<file path="src/lobm_pkg.sv">
package lobm_pkg;

	localparam int WORD_BITS = 64;
	localparam int PRICE_W   = 10;
	localparam int QTY_W     = 32;
	localparam int ID_W      = 32;
	localparam int BEST_W    = 11;

	localparam logic [BEST_W-1:0] BEST_NONE = '1;

	typedef enum logic [1:0] {
		OP_BUY    = 2'd0,
		OP_SELL   = 2'd1,
		OP_CANCEL = 2'd2,
		OP_NONE   = 2'd3
	} req_op_t;

	localparam logic [2:0] ST_MORE      = 3'd0;
	localparam logic [2:0] ST_FILLED    = 3'd1;
	localparam logic [2:0] ST_RESTED    = 3'd2;
	localparam logic [2:0] ST_REJECTED  = 3'd3;
	localparam logic [2:0] ST_CANCELLED = 3'd4;
	localparam logic [2:0] ST_NOT_FOUND = 3'd5;

	typedef enum logic [1:0] {
		BM_BEST = 2'd0,
		BM_GET  = 2'd1,
		BM_SET  = 2'd2,
		BM_CLR  = 2'd3
	} bm_op_t;

	typedef struct packed {
		logic               valid;
		bm_op_t             op;
		logic               side;
		logic [PRICE_W-1:0] price;
	} bm_cmd_t;

	typedef struct packed {
		logic               ready;
		logic               done;
		logic               found;
		logic [PRICE_W-1:0] price;
		logic               bit_set;
	} bm_rsp_t;

	typedef struct packed {
		logic                     has_trade;
		logic [ID_W-1:0]          buyer_id;
		logic [ID_W-1:0]          seller_id;
		logic [PRICE_W-1:0]       trade_price;
		logic [QTY_W-1:0]         trade_quantity;
		logic [ID_W-1:0]          request_id;
		logic [2:0]               status;
		logic [QTY_W-1:0]         resting_quantity;
		logic signed [BEST_W-1:0] best_bid;
		logic signed [BEST_W-1:0] best_ask;
		logic                     last;
	} out_row_t;

endpackage

</file>
<file path="src/lobm_bitmap.sv">
// Occupancy bitmaps of both sides in one memory, with a word-by-word best price search.
module lobm_bitmap #(
	parameter int MASK_WORDS = 16
) (
	input  logic              clk,
	input  logic              arst_n,
	input  lobm_pkg::bm_cmd_t cmd,
	output lobm_pkg::bm_rsp_t rsp
);
	import lobm_pkg::*;

	localparam int WW    = (MASK_WORDS > 1) ? $clog2(MASK_WORDS) : 1;
	localparam int DEPTH = 2 * MASK_WORDS;
	localparam int AW    = $clog2(DEPTH);

	typedef enum logic [3:0] {
		B_CLEAR = 4'b0001,
		B_IDLE  = 4'b0010,
		B_RD    = 4'b0100,
		B_CHK   = 4'b1000
	} bst_t;

	bst_t                 st_q;
	logic [WORD_BITS-1:0] mem [DEPTH];
	logic [WORD_BITS-1:0] rd_q;
	logic [AW-1:0]        clr_q;
	bm_op_t               op_q;
	logic                 side_q;
	logic [WW-1:0]        w_q;
	logic [WW-1:0]        cnt_q;
	logic [5:0]           bit_q;
	logic [WW+3:0]        wext;
	logic [AW-1:0]        addr;
	logic [AW-1:0]        waddr;
	logic                 we;
	logic [5:0]           enc;
	logic                 nz;
	logic                 last_word;
	logic [WW+15:0]       pext;
	logic [WORD_BITS-1:0] wdata;

	always_comb begin
		wext      = (WW + 4)'(cmd.price[PRICE_W-1:6]);
		addr      = AW'(w_q) + (side_q ? AW'(MASK_WORDS) : AW'(0));
		nz        = |rd_q;
		last_word = cnt_q == WW'(MASK_WORDS - 1);
		enc       = '0;
		if (!side_q) begin
			for (int i = 0; i < WORD_BITS; i++) begin
				if (rd_q[i]) enc = 6'(i);
			end
		end else begin
			for (int i = WORD_BITS - 1; i >= 0; i--) begin
				if (rd_q[i]) enc = 6'(i);
			end
		end
		pext         = (WW + 16)'({w_q, enc});
		wdata        = rd_q;
		wdata[bit_q] = (op_q == BM_SET);
		we           = (st_q == B_CLEAR) ||
			(st_q == B_CHK && (op_q == BM_SET || op_q == BM_CLR));
		waddr        = (st_q == B_CLEAR) ? clr_q : addr;
	end

	assign rsp.ready   = (st_q == B_IDLE);
	assign rsp.done    = (st_q == B_CHK) && (op_q != BM_BEST || nz || last_word);
	assign rsp.found   = nz;
	assign rsp.price   = pext[PRICE_W-1:0];
	assign rsp.bit_set = rd_q[bit_q];

	always_ff @(posedge clk) begin
		if (we) begin
			mem[waddr] <= (st_q == B_CLEAR) ? '0 : wdata;
		end
		rd_q <= mem[addr];
	end

	always_ff @(posedge clk or negedge arst_n) begin
		if (!arst_n) begin
			st_q   <= B_CLEAR;
			clr_q  <= '0;
			op_q   <= BM_BEST;
			side_q <= 1'b0;
			w_q    <= '0;
			cnt_q  <= '0;
			bit_q  <= '0;
		end else begin
			case (st_q)
				B_CLEAR: begin
					clr_q <= clr_q + 1'b1;
					if (clr_q == AW'(DEPTH - 1)) st_q <= B_IDLE;
				end
				B_IDLE: begin
					if (cmd.valid) begin
						op_q   <= cmd.op;
						side_q <= cmd.side;
						bit_q  <= cmd.price[5:0];
						cnt_q  <= '0;
						if (cmd.op == BM_BEST) begin
							w_q <= cmd.side ? WW'(0) : WW'(MASK_WORDS - 1);
						end else begin
							w_q <= wext[WW-1:0];
						end
						st_q <= B_RD;
					end
				end
				B_RD: st_q <= B_CHK;
				B_CHK: begin
					if (rsp.done) begin
						st_q <= B_IDLE;
					end else begin
						cnt_q <= cnt_q + 1'b1;
						w_q   <= side_q ? w_q + 1'b1 : w_q - 1'b1;
						st_q  <= B_RD;
					end
				end
				default: st_q <= B_IDLE;
			endcase
		end
	end

endmodule

</file>
<file path="config.mk">
export PLATFORM = sky130hd
export DESIGN_NAME = lobm_bitmap
export DESIGN_NICKNAME = d
export VERILOG_FILES = /design/src/lobm_pkg.sv /design/src/lobm_bitmap.sv
export SDC_FILE = /design/constraint.sdc
export NUM_CORES = 2
export LEC_CHECK = 0
export BUFFER_PORTS_ARGS = -buffer_cell sky130_fd_sc_hd__buf_2
export CORE_MARGIN = 5
export CORE_UTILIZATION = 45
export DETAILED_ROUTE_END_ITERATION = 6
export PLACE_DENSITY = 0.63
export REMOVE_ABC_BUFFERS = 1
export SKIP_LAST_GASP = 1
export SYNTH_ARGS = -nofsm -noshare
export SYNTH_HDL_FRONTEND = slang
export SYNTH_SLANG_ARGS = --single-unit
export TNS_END_PERCENT = 5
</file>
<file path="constraint.sdc">
create_clock -name clk -period 14.2 [get_ports clk]
set_input_delay 1.42 -clock clk [delete_from_list [all_inputs] [get_ports clk]]
set_output_delay 1.42 -clock clk [all_outputs]
set_load 0.005 [all_outputs]
</file>
# Yosys cells after proc, flatten, opt, wreduce, memory -nomap -nowiden
# Memories as Yosys holds them, arrays and structs flattened. A register that Yosys moved wholly into a read port is not among the register bits.
# Index checks and enable logic that the tools add are counted.
dict set report word_totals {
  reg_bits 26
  mem_bits_rw 2048
  inputBits 16
  output_inout_bits 14
  word_cells 191
  mem_count 1
}
# memory words width read_ports rd_clocked_by_memory_dff wr line
set memory_table {}
lappend memory_table {mem 32 64 1 1 1 lobm_bitmap.sv:24} ;# logic [WORD_BITS-1:0] mem [DEPTH];
dict set report classes {
  add_sub_neg 5
  magnitude_cmp 2
  eq_ne 11
  mux 151
  n_reduce_logical 14
}
# op count
set ops {}
lappend ops {{$mux W6} 127}
lappend ops {{$bwmux W64} 1}
lappend ops {{$mux W64} 1}
lappend ops {{$reduce_or A64 Y1} 1}
lappend ops {{$mux W4} 9}
lappend ops {{$pmux W4 S2} 2}
lappend ops {{$pmux W4 S4} 1}
lappend ops {{$mux W5} 2}
lappend ops {{$add A4 B1 Y4 const B} 2}
lappend ops {{$eq A4 B4 Y1 const B} 2}
lappend ops {{$lt A6 B7 Y1 const B} 1}
lappend ops {{$bmux W1 S6} 1}
lappend ops {{$demux W1 S6} 1}
lappend ops {{$ge A6 B1 Y1 const B} 1}
lappend ops {{$add A4 B5 Y5} 1}
lappend ops {{$add A5 B1 Y5 const B} 1}
lappend ops {{$eq A5 B5 Y1 const B} 1}
lappend ops {{$mux W1} 5}
lappend ops {{$eq A2 B2 Y1 const B} 2}
lappend ops {{$eq A4 B1 Y1 const B} 1}
lappend ops {{$eq A4 B2 Y1 const B} 1}
lappend ops {{$eq A4 B3 Y1 const B} 1}
lappend ops {{$logic_or A1 B1 Y1} 4}
lappend ops {{$ne A2 B2 Y1 const B} 2}
lappend ops {{8 further kinds} 12}

# Depth between registers and ports, before layout
dict set report logic_depth {
  depth_word 65
  mapped_depth 11
}

# Worst setup path after synthesis
# OpenSTA, ideal clock, no wires.
dict set report synth_timing {
  path_type {register -> register}
  from {register st_q[0]}
  to {memory mem[4][0] (enable)}
  arrival_ps 4612
  required_time_ps 13714
  setup_slack_ps 9102
  stages_incl_launch_ff 7
  period_less_slack_ps 5098
  cell_sequence {dfstp_2 nor4b_1 clkbuf_1 nand3b_1 o21ai_0 nand2_1 nor2_1}
}
dict set report synth_between {
  elab_chain_len 5
  word_cells_on_any_way 7
  cone_classes {eq/ne: 2; mux: 3; reduce/logical: 2}
}
# element line
set synth_lines {}
lappend synth_lines {{start: declaration} lobm_bitmap.sv:23} ;# bst_t st_q;
lappend synth_lines {{start signal: assignment} lobm_bitmap.sv:80} ;# st_q <= B_CLEAR;
lappend synth_lines {{start signal: assignment} lobm_bitmap.sv:91} ;# if (clr_q == AW'(DEPTH - 1)) st_q <= B_IDLE;
lappend synth_lines {{start signal: assignment} lobm_bitmap.sv:104} ;# st_q <= B_RD;
lappend synth_lines {{$eq A4 B4 Y1} lobm_bitmap.sv:61} ;# (st_q == B_CHK && (op_q == BM_SET || op_q == BM_CLR));
lappend synth_lines {{$logic_and A1 B1 Y1} lobm_bitmap.sv:61}
lappend synth_lines {{$logic_or A1 B1 Y1} lobm_bitmap.sv:60} ;# we = (st_q == B_CLEAR) ||
lappend synth_lines {{$mux W1} lobm_bitmap.sv:72} ;# if (we) begin
lappend synth_lines {{$mux W1} lobm_bitmap.sv:73} ;# mem[waddr] <= (st_q == B_CLEAR) ? '0 : wdata;
lappend synth_lines {{end: declaration} lobm_bitmap.sv:24}
# Several ways; a longest one is shown, not always the timed one.

==> run_results.csv <==
group,metric,value,unit
sta,unrepaired_setup_endpoints_after_global_routing,"no",
global_route,via_count_of_the_first_global_routing_pass,41300,
clocking,cts-htree-levels,4,
floorplan,core_region_area,185000,um^2
routing,drt_first_pass_iters,5,
cells_and_area,multi_input_area,19700,um^2
floorplan,die_w,441,um
run,max-cap-violations,0,
global_route,grt_first_pass_wirelength,305,mm
sta,tightestPinTransition,1380,ps
critical_path,worst_ep_arrival_time,3840,ps
pwr,finalPower,0.0194,W
pwr,ir_drop,0.135,mV
routing,top_signal_layer_used,"met5",
cells_and_area,post_route_cells_drive_above_1_share,29.9,%
clocking,cts-resized-gates,0,
global_route,grt_antenna_before_repair,8,
sta,setup_tns,0,ps
sta,fmax,0.190,GHz
pwr,power.density_cell_area,205,nW/um^2
yosys,synth_largest_area_cell,"edfxtp_1",
pwr,power.static_leakage,29.0,nW
routing,met2WireLength,102,mm
yosys,synth.top_cells.by_area,"edfxtp_1 (74%), mux4_2 (17%), dfxtp_1 (1.5%)",
cells_and_area,final_net_count,4059,
clocking,cts_hold_repair.buffers,0,
critical_path,cp.buffers_inverters,1,
sta,timing.final.hold_violations,0,
outcome,status,"finished clean",
floorplan,floorplan.io_pins,30,
pwr,p_switching,0.00604,W
yosys,post_synth_instance_area,83600,um^2
yosys,leading_post_synthesis_cells_by_instance_count,"edfxtp_1 (2048), mux4_2 (621), nand2_1 (136), clkbuf_1 (125), o21ai_0 (110)",
cells_and_area,regArea,63400,um^2
pwr,power_frac_seq,43.5,%
critical_path,timing_worst_setup_path_type,"flop to primary output",
critical_path,path_delay_family,"simple AND/OR/NAND/NOR gates",
floorplan,initial_utilization,45.2,%
sta,worst_clock_skew,26.8,ps
yosys,ys_dominant_reg_cell,"edfxtp_1",
routing,met3_wirelength,15.2,mm
yosys,synth_top_cell_area_share,73.6,%
clocking,clock_sinks,2138,
routing,drc,0,
yosys,synthMostInstantiatedCell,"edfxtp_1",
sta,postLayoutSetupSlackWorst,8940,ps
critical_path,critical_path_cell_by_cell,"nand2b_1, o21ai_0, a222oi_1, nand3_1, buf_2",
clocking,clock_latency_late_sink,840,ps
sta,relative_slew_margins,8.05,%
yosys,synth-seq-cells,2138,
place,placement.setup.worst_slack,9500,ps
critical_path,worstPathRequired,12780,ps
pwr,proportion_of_power_drawn_by_the_clock_network,27.9,%
cells_and_area,fillers,14600,
yosys,number_of_distinct_library_cells_after_synthesis,72,
floorplan,num_rows,158,
critical_path,setup.worst_path.end_class,"primary output",
routing,detail_route.wl_per_cell,31.7,um
yosys,post_synth_inst_count,3873,
clocking,cts.root.buffer_cell,"clkbuf_16",
place,place.port_buffers,29,
clocking,tritoncts_clock_tree,"yes",
clocking,clk_pin_slew_worst_paths,60,ps
sta,fin_crit,5260,ps
clocking,cts.path.max_buffers,3,
sta,whs,557,ps
cells_and_area,final_core_utilization,51.0,%
routing,detail_route.iter0.violations,4869,
routing,postRouteWirelength,212,mm
yosys,post_synth.cell_area_avg,21.6,um^2
clocking,postCtsSetupBuffers,0,
routing,detailroute.via_count,41000,
global_route,grt_start_max_net_pins,104,
place,dpl.hpwl,111,mm
pwr,combPwrFrac,28.6,%
routing,drt.antenna.violating_nets,0,
place,finalWeightedCongestion,0.935,
global_route,track_usage,22.0,%
sta,final-setup-viol-count,0,
critical_path,critPathSlowestCell,"dfrtp_2",
sta,final.period_utilization,37.1,%
pwr,cell_internal_pwr,0.0133,W
critical_path,max_stage_delay,960,ps
cells_and_area,areaGrowthSynthToFinish,12.8,%
clocking,cts_made_buffers,207,
yosys,synth_edf_count,2048,
floorplan,die_y,441,um
critical_path,worst_setup_path_start_kind,"flop",
critical_path,path_max_fanout,44,
sta,drv_slew,0,
pwr,switching_share,31.2,%
yosys,synthesis.yosys.warnings,0,
global_route,grt-ovfl-total,0,
routing,routed_via_density,6.12,
routing,wl_met1,88.1,mm
yosys,synth_sequential_area_ratio,75.9,%
floorplan,fp.dieArea,194000,um^2
yosys,proportion_of_register_bits_with_asynchronous_set_or_reset_after_synthesis,1.22,%
hold_path,min_path_type,"flop to flop",
[final timing paths]
check / start / end / slack (ps) / cells after the start
worst max-delay path: bit_q[0] / rsp[0] / 8940 / 5
worst min-delay path: cnt_q[0] / cnt_q[0] / 560 / 1
worst max register to register: st_q[0] / mem[1][30] / 9420 / 6
worst min register to register: cnt_q[0] / cnt_q[0] / 560 / 1
max in group asynchronous: arst_n / w_q[0] / 13050 / 1
min in group asynchronous: arst_n / w_q[1] / 630 / 1
[cell usage in the layout, fill, tap and decap left out, types with 8 or more instances in the layout]
cell type	instances
clkbuf_16	211
a21oi_2	62
buf_4	148
nand2_1	136
nor4_1	17
o31ai_1	12
clkinv_2	34
o211ai_1	8
or2_2	15
buf_2	29
edfxtp_1	2048
clkinv_1	43
dfrtp_1	19
nor2_4	32
mux2_2	34
a21oi_1	39
nor2_1	52
bufinv_16	17
o21ai_0	110
nand4_1	8
mux4_2	621
nor3_1	19
nand3_1	82
nand2b_1	10
mux2i_1	62
inv_1	27
or3_1	8
nor2b_1	10
nand3b_1	8
clkbuf_1	57
dfxtp_1	64
o22ai_1	29
a31oi_1	9
[power groups by stage]
stage	Clock, W	Combinational (W)	Sequential [W]
floorplan	0	0.00527	0.00905
global placement	0	0.00550	0.00853
detailed placement	0	0.00556	0.00854
CTS	0.00549	0.00558	0.00841
global route	0.00577	0.00590	0.00845
finish	0.00540	0.00554	0.00843
[logic make-up (layout without fill, tap and decap cells)]
group                    after synthesis  after routing  synth area share (%)
AO/OA/AOI/OAI                        313            313                  2.16
XOR/XNOR                               6              6                0.0629
adder cells (fa/ha/maj)                6              6                0.0988
buffers and inverters                252            595                  1.19
flip-flops                          2138           2138                  75.9
multiplexers                         717            717                  17.9
other                                  0              2                     0
AND/OR/NAND/NOR                      441            441                  2.66
[registers in the layout, indices dropped and copies added (netlist names)]
name	flops
w_q	4
cnt_q	4
mem	2048
rd_q	64
side_q	1
st_q	4
op_q	2
clr_q	5
bit_q	6
[stage by stage]
step / std cells / area [um^2]
after floorplan: 3649 / 82700
after global placement: 6308 / 87600
after detailed placement: 6308 / 87600
after CTS: 6696 / 94300
after global routing: 6696 / 94300
final: 6698 / 94300
[routing by layer]
| layer | vias up | GRT usage, % |
|---|---|---|
| met2 | 1700 | 35.0 |
| met5 | - | 0 |
| li1 | 16700 | - |
| met3 | 365 | 3.51 |
| met1 | 22300 | 31.5 |
| met4 | 2 | 6.71 |
[cell type report]
class | count | area share [%]
diodes | 2 | 0.00531
clock buffers | 275 | 5.93
repair buffers | 179 | 1.37
flip-flops and latches | 2138 | 67.3
multi-input cells | 1483 | 20.9
inverters | 28 | 0.117
clock inverters | 113 | 1.12
well taps | 2480 | 3.29
Note: power is estimated with default switching activity, not from simulation.
